## config.mk

```make
export PLATFORM = sky130hd
export DESIGN_NAME = paired_page_tlb_translator
export DESIGN_NICKNAME = d
export VERILOG_FILES = /design/src/rtl/ppt_pkg.sv /design/src/rtl/ppt_addsub.sv /design/src/rtl/ppt_entry_mem.sv /design/src/rtl/ppt_seq.sv /design/src/rtl/paired_page_tlb_translator.sv
export VERILOG_INCLUDE_DIRS = /design/src /design/src/rtl
export SDC_FILE = /design/constraint.sdc
export NUM_CORES = 2
export LEC_CHECK = 0
export BUFFER_PORTS_ARGS = -buffer_cell sky130_fd_sc_hd__buf_2
export CORE_AREA = 3 3 440 660
export CTS_CLUSTER_DIAMETER = 60
export DETAILED_ROUTE_END_ITERATION = 6
export DIE_AREA = 0 0 443 663
export PLACE_DENSITY_LB_ADDON = 0.05
export SYNTH_ARGS = -nofsm -noshare
export SYNTH_HDL_FRONTEND = slang
export SYNTH_HIERARCHICAL = 1
export SYNTH_SLANG_ARGS = --single-unit
```

## constraint.sdc

```tcl
create_clock -name clk -period 10.9 [get_ports clk]
set_input_delay 0.545 -clock clk [delete_from_list [all_inputs] [get_ports clk]]
set_output_delay 0.545 -clock clk [all_outputs]
set_load 0.01 [all_outputs]
```

## src/rtl/assert_macros.svh

```systemverilog
// assertion helpers, clocked on clk and disabled while rst_n is low
`ifndef ASSERT_MACROS_SVH
`define ASSERT_MACROS_SVH

// same-cycle implication
`define PPT_ASSERT_NOW(label, ante, cons) \
    label: assert property (@(posedge clk) disable iff (!rst_n) (ante) |-> (cons)) \
        else $error("assertion failed");

// next-cycle implication
`define PPT_ASSERT_NEXT(label, ante, cons) \
    label: assert property (@(posedge clk) disable iff (!rst_n) (ante) |=> (cons)) \
        else $error("assertion failed");

`endif

```

## src/rtl/ppt_pkg.sv

```systemverilog
`timescale 1ns / 1ps

package ppt_pkg;

    typedef enum logic [1:0] {
        OP_MAP       = 2'd0,
        OP_UNMAP     = 2'd1,
        OP_UNMAP_ALL = 2'd2,
        OP_TRANSLATE = 2'd3
    } op_t;

    typedef enum logic [2:0] {
        ST_IDLE,
        ST_WALK,
        ST_DRAIN,
        ST_FIN1,
        ST_FIN2,
        ST_RESP
    } state_t;

    typedef struct packed {
        logic busy;
        logic issue;
        logic fin1;
        logic fin2;
        logic resp;
    } ctrl_t;

    typedef struct packed {
        logic [31:0] vbase;
        logic [31:0] page_len;
        logic [31:0] phys_even;
        logic [31:0] phys_odd;
    } entry_t;

    localparam logic [31:0] SIZE_FLOOR_MASK    = 32'h0000_1FFF;
    localparam logic [31:0] WINDOW_LOW         = 32'h8000_0000;
    localparam logic [31:0] WINDOW_HIGH        = 32'hC000_0000;
    localparam logic [31:0] WINDOW_OFFSET_MASK = 32'h1FFF_FFFF;

endpackage

```

## src/rtl/ppt_addsub.sv

```systemverilog
`timescale 1ns / 1ps

module ppt_addsub
(
    input  logic [31:0] a,
    input  logic [31:0] b,
    input  logic        sub,
    output logic [31:0] sum
);

    assign sum = sub ? (a - b) : (a + b);

endmodule

```

## src/rtl/ppt_entry_mem.sv

```systemverilog
`timescale 1ns / 1ps

module ppt_entry_mem
#(
    parameter int ENTRY_COUNT = 32,
    parameter int IDX_W       = 5
)
(
    input  logic                 clk,
    input  logic                 we,
    input  logic [IDX_W-1:0]     waddr,
    input  ppt_pkg::entry_t      wdata,
    input  logic                 re,
    input  logic [IDX_W-1:0]     raddr,
    output ppt_pkg::entry_t      rdata
);

    ppt_pkg::entry_t mem [ENTRY_COUNT];
    ppt_pkg::entry_t rdata_reg;

    always_ff @(posedge clk)
    begin
        if (we)
        begin
            mem[waddr] <= wdata;
        end
    end

    always_ff @(posedge clk)
    begin
        if (re)
        begin
            rdata_reg <= mem[raddr];
        end
    end

    assign rdata = rdata_reg;

endmodule

```

## src/rtl/ppt_seq.sv

```systemverilog
`timescale 1ns / 1ps

module ppt_seq
#(
    parameter int ENTRY_COUNT = 32,
    parameter int IDX_W       = 5
)
(
    input  logic                 clk,
    input  logic                 rst_n,
    input  logic                 accept,
    input  logic                 walk_op,
    input  logic                 last_done,
    output ppt_pkg::ctrl_t       ctrl,
    output logic [IDX_W-1:0]     rd_idx
);

    localparam logic [IDX_W-1:0] LAST_IDX = IDX_W'(ENTRY_COUNT - 1);

    ppt_pkg::state_t  state_reg, state_next;
    logic [IDX_W-1:0] idx_reg, idx_next;

    always_ff @(posedge clk or negedge rst_n)
    begin
        if (!rst_n)
        begin
            state_reg <= ppt_pkg::ST_IDLE;
            idx_reg   <= '0;
        end
        else
        begin
            state_reg <= state_next;
            idx_reg   <= idx_next;
        end
    end

    always_comb
    begin
        state_next = state_reg;
        idx_next   = idx_reg;
        ctrl       = '0;
        case (state_reg)
            ppt_pkg::ST_IDLE:
            begin
                idx_next = '0;
                if (accept)
                begin
                    state_next = walk_op ? ppt_pkg::ST_WALK : ppt_pkg::ST_RESP;
                end
            end
            ppt_pkg::ST_WALK:
            begin
                ctrl.busy  = 1'b1;
                ctrl.issue = 1'b1;
                if (idx_reg == LAST_IDX)
                begin
                    state_next = ppt_pkg::ST_DRAIN;
                end
                else
                begin
                    idx_next = idx_reg + 1'b1;
                end
            end
            ppt_pkg::ST_DRAIN:
            begin
                ctrl.busy = 1'b1;
                if (last_done)
                begin
                    state_next = ppt_pkg::ST_FIN1;
                end
            end
            ppt_pkg::ST_FIN1:
            begin
                ctrl.busy  = 1'b1;
                ctrl.fin1  = 1'b1;
                state_next = ppt_pkg::ST_FIN2;
            end
            ppt_pkg::ST_FIN2:
            begin
                ctrl.busy  = 1'b1;
                ctrl.fin2  = 1'b1;
                state_next = ppt_pkg::ST_RESP;
            end
            ppt_pkg::ST_RESP:
            begin
                ctrl.busy  = 1'b1;
                ctrl.resp  = 1'b1;
                state_next = ppt_pkg::ST_IDLE;
            end
            default:
            begin
                state_next = ppt_pkg::ST_IDLE;
            end
        endcase
    end

    assign rd_idx = idx_reg;

endmodule

```

## src/rtl/paired_page_tlb_translator.sv

```systemverilog
`timescale 1ns / 1ps
`include "assert_macros.svh"

// Paired-page translation table. An operation is taken when start is high and busy is
// low; every operation gives exactly one result, shown for one cycle with done high,
// and the receiver cannot stall it, so it must sample the result in that cycle. Map,
// unmap-all and translates that hit the direct window show done in the cycle right
// after accept; unmap by address and table translates walk the table one entry per
// cycle through the single read port of the entry memory and one shared adder, then
// drain the read pipeline and finish the result before done. busy stays high until
// the done cycle has passed.
module paired_page_tlb_translator
#(
    parameter int ENTRY_COUNT = 32
)
(
    input  logic        clk,
    input  logic        rst_n,
    input  logic        start,
    output logic        busy,
    input  logic [1:0]  operation,
    input  logic [5:0]  entry_index,
    input  logic [31:0] pair_mask,
    input  logic [31:0] address,
    input  logic [31:0] phys_even,
    input  logic [31:0] phys_odd,
    output logic        done,
    output logic [31:0] physical_address,
    output logic        tlb_hit,
    output logic        direct_mapped
);

    localparam int IDX_W = (ENTRY_COUNT > 1) ? $clog2(ENTRY_COUNT) : 1;
    localparam logic [IDX_W-1:0] LAST_IDX = IDX_W'(ENTRY_COUNT - 1);

    ppt_pkg::ctrl_t   ctrl;
    logic [IDX_W-1:0] rd_idx;
    logic             accept;
    ppt_pkg::op_t     in_op;
    logic             in_direct;
    logic             walk_op;

    ppt_pkg::op_t     op_reg;
    logic [31:0]      va_reg;

    logic [31:0]      alu_a, alu_b, alu_sum;
    logic             alu_sub;

    ppt_pkg::entry_t  wr_entry, rd_entry;
    logic             map_we;

    logic             s1_vld_reg;
    logic [IDX_W-1:0] s1_idx_reg;
    logic             s2_vld_reg;
    logic [IDX_W-1:0] s2_idx_reg;
    logic [31:0]      s2_vbase_reg;
    logic [31:0]      s2_size_reg;
    logic [31:0]      s2_sum_reg;
    logic [31:0]      s2_pe_reg;
    logic [31:0]      s2_po_reg;
    logic             last_done;

    logic [ENTRY_COUNT-1:0] valid_reg;
    logic             s2_entry_valid;
    logic             unmap_hit;

    logic             found_reg;
    logic [31:0]      m_off_reg, m_sub_reg, m_base_reg;
    logic [31:0]      adj_reg;

    logic [31:0]      pa_reg;
    logic             hit_reg;
    logic             direct_reg;

    assign accept    = start && !ctrl.busy;
    assign in_op     = ppt_pkg::op_t'(operation);
    assign in_direct = (address >= ppt_pkg::WINDOW_LOW) && (address < ppt_pkg::WINDOW_HIGH);
    assign walk_op   = (in_op == ppt_pkg::OP_UNMAP) ||
                       ((in_op == ppt_pkg::OP_TRANSLATE) && !in_direct);

    ppt_seq #(
        .ENTRY_COUNT (ENTRY_COUNT),
        .IDX_W       (IDX_W)
    ) u_seq (
        .clk       (clk),
        .rst_n     (rst_n),
        .accept    (accept),
        .walk_op   (walk_op),
        .last_done (last_done),
        .ctrl      (ctrl),
        .rd_idx    (rd_idx)
    );

    // shared adder operand select
    always_comb
    begin
        alu_a   = pair_mask | ppt_pkg::SIZE_FLOOR_MASK;
        alu_b   = 32'd1;
        alu_sub = 1'b0;
        if (s1_vld_reg)
        begin
            if (op_reg == ppt_pkg::OP_TRANSLATE)
            begin
                alu_a   = va_reg;
                alu_b   = rd_entry.vbase;
                alu_sub = 1'b1;
            end
            else
            begin
                alu_a = rd_entry.vbase;
                alu_b = {rd_entry.page_len[30:0], 1'b0};
            end
        end
        else if (ctrl.fin1)
        begin
            alu_a   = m_off_reg;
            alu_b   = m_sub_reg;
            alu_sub = 1'b1;
        end
        else if (ctrl.fin2)
        begin
            alu_a = m_base_reg;
            alu_b = adj_reg;
        end
    end

    ppt_addsub u_alu (
        .a   (alu_a),
        .b   (alu_b),
        .sub (alu_sub),
        .sum (alu_sum)
    );

    assign map_we = accept && (in_op == ppt_pkg::OP_MAP) &&
                    ({1'b0, entry_index} < 7'(ENTRY_COUNT));

    always_comb
    begin
        wr_entry.vbase     = address;
        wr_entry.page_len  = {1'b0, alu_sum[31:1]};
        wr_entry.phys_even = phys_even;
        wr_entry.phys_odd  = phys_odd;
    end

    ppt_entry_mem #(
        .ENTRY_COUNT (ENTRY_COUNT),
        .IDX_W       (IDX_W)
    ) u_mem (
        .clk   (clk),
        .we    (map_we),
        .waddr (entry_index[IDX_W-1:0]),
        .wdata (wr_entry),
        .re    (ctrl.issue),
        .raddr (rd_idx),
        .rdata (rd_entry)
    );

    always_ff @(posedge clk)
    begin
        if (accept)
        begin
            op_reg <= in_op;
            va_reg <= address;
        end
    end

    // walk pipeline tags
    always_ff @(posedge clk or negedge rst_n)
    begin
        if (!rst_n)
        begin
            s1_vld_reg <= 1'b0;
            s1_idx_reg <= '0;
            s2_vld_reg <= 1'b0;
            s2_idx_reg <= '0;
        end
        else
        begin
            s1_vld_reg <= ctrl.issue;
            s1_idx_reg <= rd_idx;
            s2_vld_reg <= s1_vld_reg;
            s2_idx_reg <= s1_idx_reg;
        end
    end

    always_ff @(posedge clk)
    begin
        if (s1_vld_reg)
        begin
            s2_vbase_reg <= rd_entry.vbase;
            s2_size_reg  <= rd_entry.page_len;
            s2_sum_reg   <= alu_sum;
            s2_pe_reg    <= rd_entry.phys_even;
            s2_po_reg    <= rd_entry.phys_odd;
        end
    end

    assign last_done      = s2_vld_reg && (s2_idx_reg == LAST_IDX);
    assign s2_entry_valid = valid_reg[s2_idx_reg];
    assign unmap_hit      = s2_vld_reg && (op_reg == ppt_pkg::OP_UNMAP) && s2_entry_valid &&
                            (va_reg >= s2_vbase_reg) && (va_reg < s2_sum_reg);

    always_ff @(posedge clk or negedge rst_n)
    begin
        if (!rst_n)
        begin
            valid_reg <= '0;
        end
        else if (accept && (in_op == ppt_pkg::OP_UNMAP_ALL))
        begin
            valid_reg <= '0;
        end
        else if (map_we)
        begin
            valid_reg[entry_index[IDX_W-1:0]] <= (alu_sum[31:1] != 31'd0);
        end
        else if (unmap_hit)
        begin
            valid_reg[s2_idx_reg] <= 1'b0;
        end
    end

    // first matching entry wins
    always_ff @(posedge clk)
    begin
        if (accept)
        begin
            found_reg <= 1'b0;
        end
        else if (s2_vld_reg && (op_reg == ppt_pkg::OP_TRANSLATE) && s2_entry_valid &&
                 !found_reg)
        begin
            if (s2_sum_reg < s2_size_reg)
            begin
                found_reg  <= 1'b1;
                m_off_reg  <= s2_sum_reg;
                m_sub_reg  <= '0;
                m_base_reg <= s2_pe_reg;
            end
            else if (s2_sum_reg < {s2_size_reg[30:0], 1'b0})
            begin
                found_reg  <= 1'b1;
                m_off_reg  <= s2_sum_reg;
                m_sub_reg  <= s2_size_reg;
                m_base_reg <= s2_po_reg;
            end
        end
    end

    always_ff @(posedge clk)
    begin
        if (ctrl.fin1)
        begin
            adj_reg <= alu_sum;
        end
    end

    always_ff @(posedge clk)
    begin
        if (accept)
        begin
            hit_reg    <= 1'b0;
            direct_reg <= (in_op == ppt_pkg::OP_TRANSLATE) && in_direct;
            if ((in_op == ppt_pkg::OP_TRANSLATE) && in_direct)
            begin
                pa_reg <= address & ppt_pkg::WINDOW_OFFSET_MASK;
            end
            else
            begin
                pa_reg <= '0;
            end
        end
        else if (ctrl.fin2)
        begin
            direct_reg <= 1'b0;
            if (op_reg == ppt_pkg::OP_TRANSLATE)
            begin
                hit_reg <= found_reg;
                pa_reg  <= (found_reg && (alu_sum != 32'd0)) ? alu_sum : va_reg;
            end
            else
            begin
                hit_reg <= 1'b0;
                pa_reg  <= '0;
            end
        end
    end

    assign busy             = ctrl.busy;
    assign done             = ctrl.resp;
    assign physical_address = pa_reg;
    assign tlb_hit          = hit_reg;
    assign direct_mapped    = direct_reg;

    `PPT_ASSERT_NOW(a_done_one_beat, done, !accept)
    `PPT_ASSERT_NEXT(a_unmap_all_clears, accept && (in_op == ppt_pkg::OP_UNMAP_ALL), valid_reg == '0)
    `PPT_ASSERT_NOW(a_hit_not_direct, done, !(tlb_hit && direct_mapped))
    `PPT_ASSERT_NOW(a_walk_only_busy, s1_vld_reg || s2_vld_reg, ctrl.busy && !ctrl.resp)
    `PPT_ASSERT_NEXT(a_done_single, done, !done)

endmodule

```

==> results by group <==
Clocking
  • CTS H-tree lvls: 5
  • Skew-Pair Late Insertion Delay: 970 ps
  • Resized Gates After CTS: 0
  • CTS tree: done
  • Root Driver: clkbuf_16
  • Clock Path Buffers: 4
  • CTS Buf Count: 412
  • CTS sink count: 4633
  • CTS clk-pin slew, worst paths: 70 ps

Place
  • Dpl cell area: 186000 sq um
  • Hpwl dp: 263000 um
  • GP Congestion: 0.951
  • # placed instances: 12300
  • Port Buf Inserts: 161

Final layout
  • Area occupied by multi-input gates: 38500 sq um
  • Layout cells sized above 1: 22.8%
  • Layout Cells excl Fill: 13000
  • Final cell utilization of the core: 69.8%
  • Max reg flops: 4096
  • Storage element area: 139000 sq um
  • Final Instance Area: 199000 sq um
  • Number of fill cells: 17400
  • Nets: 9233
  • Synth-to-Final Area Change: 10.9%

GRT
  • First-pass GRT wire length: 700000 um
  • Largest net degree at the start of global routing: 142
  • GRT Util Overall: 34.1%
  • Vias in the first global route: 92500
  • Initial antenna violation count: 47
  • GRT overflow: 0

Routing
  • Routed met3 length: 47200 um
  • Final wirelength: 497000 um
  • Drt first-iter violations: 12300
  • Met2 routed WL: 243000 um
  • Final ANT Viol Nets: 0
  • Via Count: 92600
  • First drt pass iteration count: 7
  • Drt wl/cell: 38.1 um
  • Met1 WL: 183000 um
  • Remaining DRCs: 0
  • Vias per inst: 7.11
  • Top routing layer used: met5

Synth
  • Register area share after synthesis: 77.4%
  • Synthesized cell area: 179000 sq um
  • Synth Area per Inst: 21.0 sq um
  • Synth Register Bits: 4633
  • Number of synthesized flops with an enable pin: 4579
  • Async SR Flop Fraction: 1.12%
  • Cell variety after synth: 96
  • Cells after Synth: 8535
  • Synth warn: 6
  • Dominant synthesized flop cell: edfxtp_1

Critical path
  • CP required: 11540 ps
  • CP dominant cell by count: nand2_1
  • Critical path type: reg -> reg
  • Critical path's slowest cell: o21ai_4
  • Worst path max stage delay: 690 ps
  • Critical path capture point type: flip-flop
  • WP buf/inv: 4
  • Crit path DAT: 10330 ps
  • Worst Path Max Fanout: 36
  • CP top delay family: simple AND/OR/NAND/NOR gates
  • Startpoint Class: flip-flop

Timing
  • Setup Skew: 90.7 ps
  • Rel. slew slack: 8.27%
  • Setup-failing EPs final: 0
  • Final Max Tran Viols: 0
  • Fin crit share: 88.9%
  • Max Clock Freq: 103 MHz
  • Worst Tran Pin Value: 1380 ps
  • Setup TNS: 0 ps
  • Period minus WS final: 9700 ps
  • Endpoints failing hold: 0
  • Unrepaired setup endpoints after global routing: no

Power
  • P per Cell Area: 293 nW/um^2
  • Pleak: 62.4 nW
  • Peak supply drop: 0.537 mV

Floorplanning
  • Io pins: 175
  • Num rows: 240
  • Die area: 294000 sq um
  • Initial Util: 63.0%
  • Die Height: 663 um
  • Floorplan core area: 285000 sq um
  • Die X: 443 um

Run status
  • Outcome: finished clean

Worst hold path
  • Hold WC Path Type: in -> reg

Flow run
  • Max_cap viols: 0
timing repair:
item | CTS | global route
hold endpoints to repair | 54 | 0
buffers inserted | 0 | 0
hold buffers | 3 | 0
through the flow:
step           total power [W]  setup WS, ps  hold WS [ps]
3_5_place_dp            0.0442          1480           335
4_1_cts                 0.0586          1440          25.1
5_1_grt                 0.0604           774          86.9
6_report                0.0584          1200          78.5
3_3_place_gp            0.0437          1500           332
2_1_floorplan           0.0371          1070           249
layout make-up:
cell class                      instances  share of cell area (%)
Antenna cell                           24                  0.0302
Clock buffer                          491                    5.37
Clock inverter                        240                    1.33
Inverter                              114                   0.215
Multi-Input combinational cell       3367                    19.4
Sequential cell                      4633                    69.8
Tap cell                             3751                    2.36
Timing Repair Buffer                  407                    1.56
per-layer routing:
layer  up-vias  global-route usage, %
met5         -                      0
met4        26                   13.7
met3      1030                   5.25
met2      5278                   54.6
met1     49500                   48.1
li1      36700                      -
worst reg2reg max path, stage by stage (launching register included):
cell and delay (ps):
dfrtp_1 520, nand2_1 170, nor2_4 160, buf_4 440, inv_2 270, nand2_1 450, o22ai_1 150, o21ai_0 580
nor2_1 180, nand2_1 310, nor2_1 170, a21oi_1 210, xnor2_1 100, ha_1 430, a21oi_1 540, nand2_1 110
a311o_1 290, a21oi_1 420, nor2_1 190, xor2_2 180, buf_4 250, or4_1 610, nor4_1 440, nand4_1 600
o21ai_4 700, buf_4 550, mux2i_1 300, o21ai_0 100
layout by cell type (no fill, tap or decap), types with 34 or more instances in the layout:
cell          n
edfxtp_1   4579
mux4_2      956
o22ai_1     469
clkbuf_16   416
nand2_1     261
buf_4       208
mux2i_1     206
nor2_1      162
buf_2       161
ha_1        158
o21ai_0     120
nor4_1      114
inv_1       112
a21oi_1     111
a22oi_1     107
clkinv_1     76
clkbuf_1     75
clkinv_2     67
a31oi_1      65
nand3_1      54
bufinv_16    52
dfrtp_1      49
nand4_1      40
buf_12       35
nor2_4       35
a221oi_1     34
report_power, final:
part | switching [W] | internal, W
clock network | 0.00635 | 0.00823
registers | 0.000810 | 0.0254
logic | 0.0119 | 0.00563
cells by family after synthesis:
family	Yosys count	synth area share (%)
AO/OA/AOI/OAI	1079	3.92
AND/OR/NAND/NOR	846	2.33
XOR/XNOR	56	0.278
adder cells (fa/ha/maj)	159	1.11
multiplexers	1195	13.4
other	1	0.00209
buffers and inverters	566	1.60
flip-flops	4633	77.4
cells in the mapped netlist, drive strengths merged, types with 38 or more instances:
cell type / instances / area [sq um]
edfxtp: 4579 / 138000
mux4: 956 / 21500
o22ai: 470 / 2950
buf: 268 / 1730
nand2: 264 / 991
mux2i: 206 / 2060
nor2: 199 / 749
clkbuf: 184 / 721
ha: 158 / 1980
nor4: 136 / 893
o21ai: 129 / 649
inv: 114 / 428
a21oi: 113 / 569
a22oi: 107 / 803
a31oi: 66 / 419
nand3: 55 / 275
dfrtp: 52 / 1300
nand4: 42 / 284
xnor2: 38 / 340
worst paths after layout:
kind                                                      from  slack, ps                        endpoint  cells after the start
min in group asynchronous                                rst_n        260       valid_reg[13]$_DFFE_PN0P_                      3
max in group asynchronous                                rst_n      10020     u_seq/rd_idx[2]$_DFFE_PN0P_                      3
worst max-delay path            u_seq/state_reg[0]$_DFFE_PN0P_       1200  physical_address[21]$_DFFE_PP_                     27
worst min-delay path                               phys_odd[8]         80      u_mem/mem[12][8]$_DFFE_PP_                      1
worst min register to register         s1_idx_reg[0]$_DFF_PN0_        350         s2_idx_reg[0]$_DFF_PN0_                      0
worst max register to register  u_seq/state_reg[0]$_DFFE_PN0P_       1200  physical_address[21]$_DFFE_PP_                     27
Note: power is estimated with default switching activity, not from simulation.
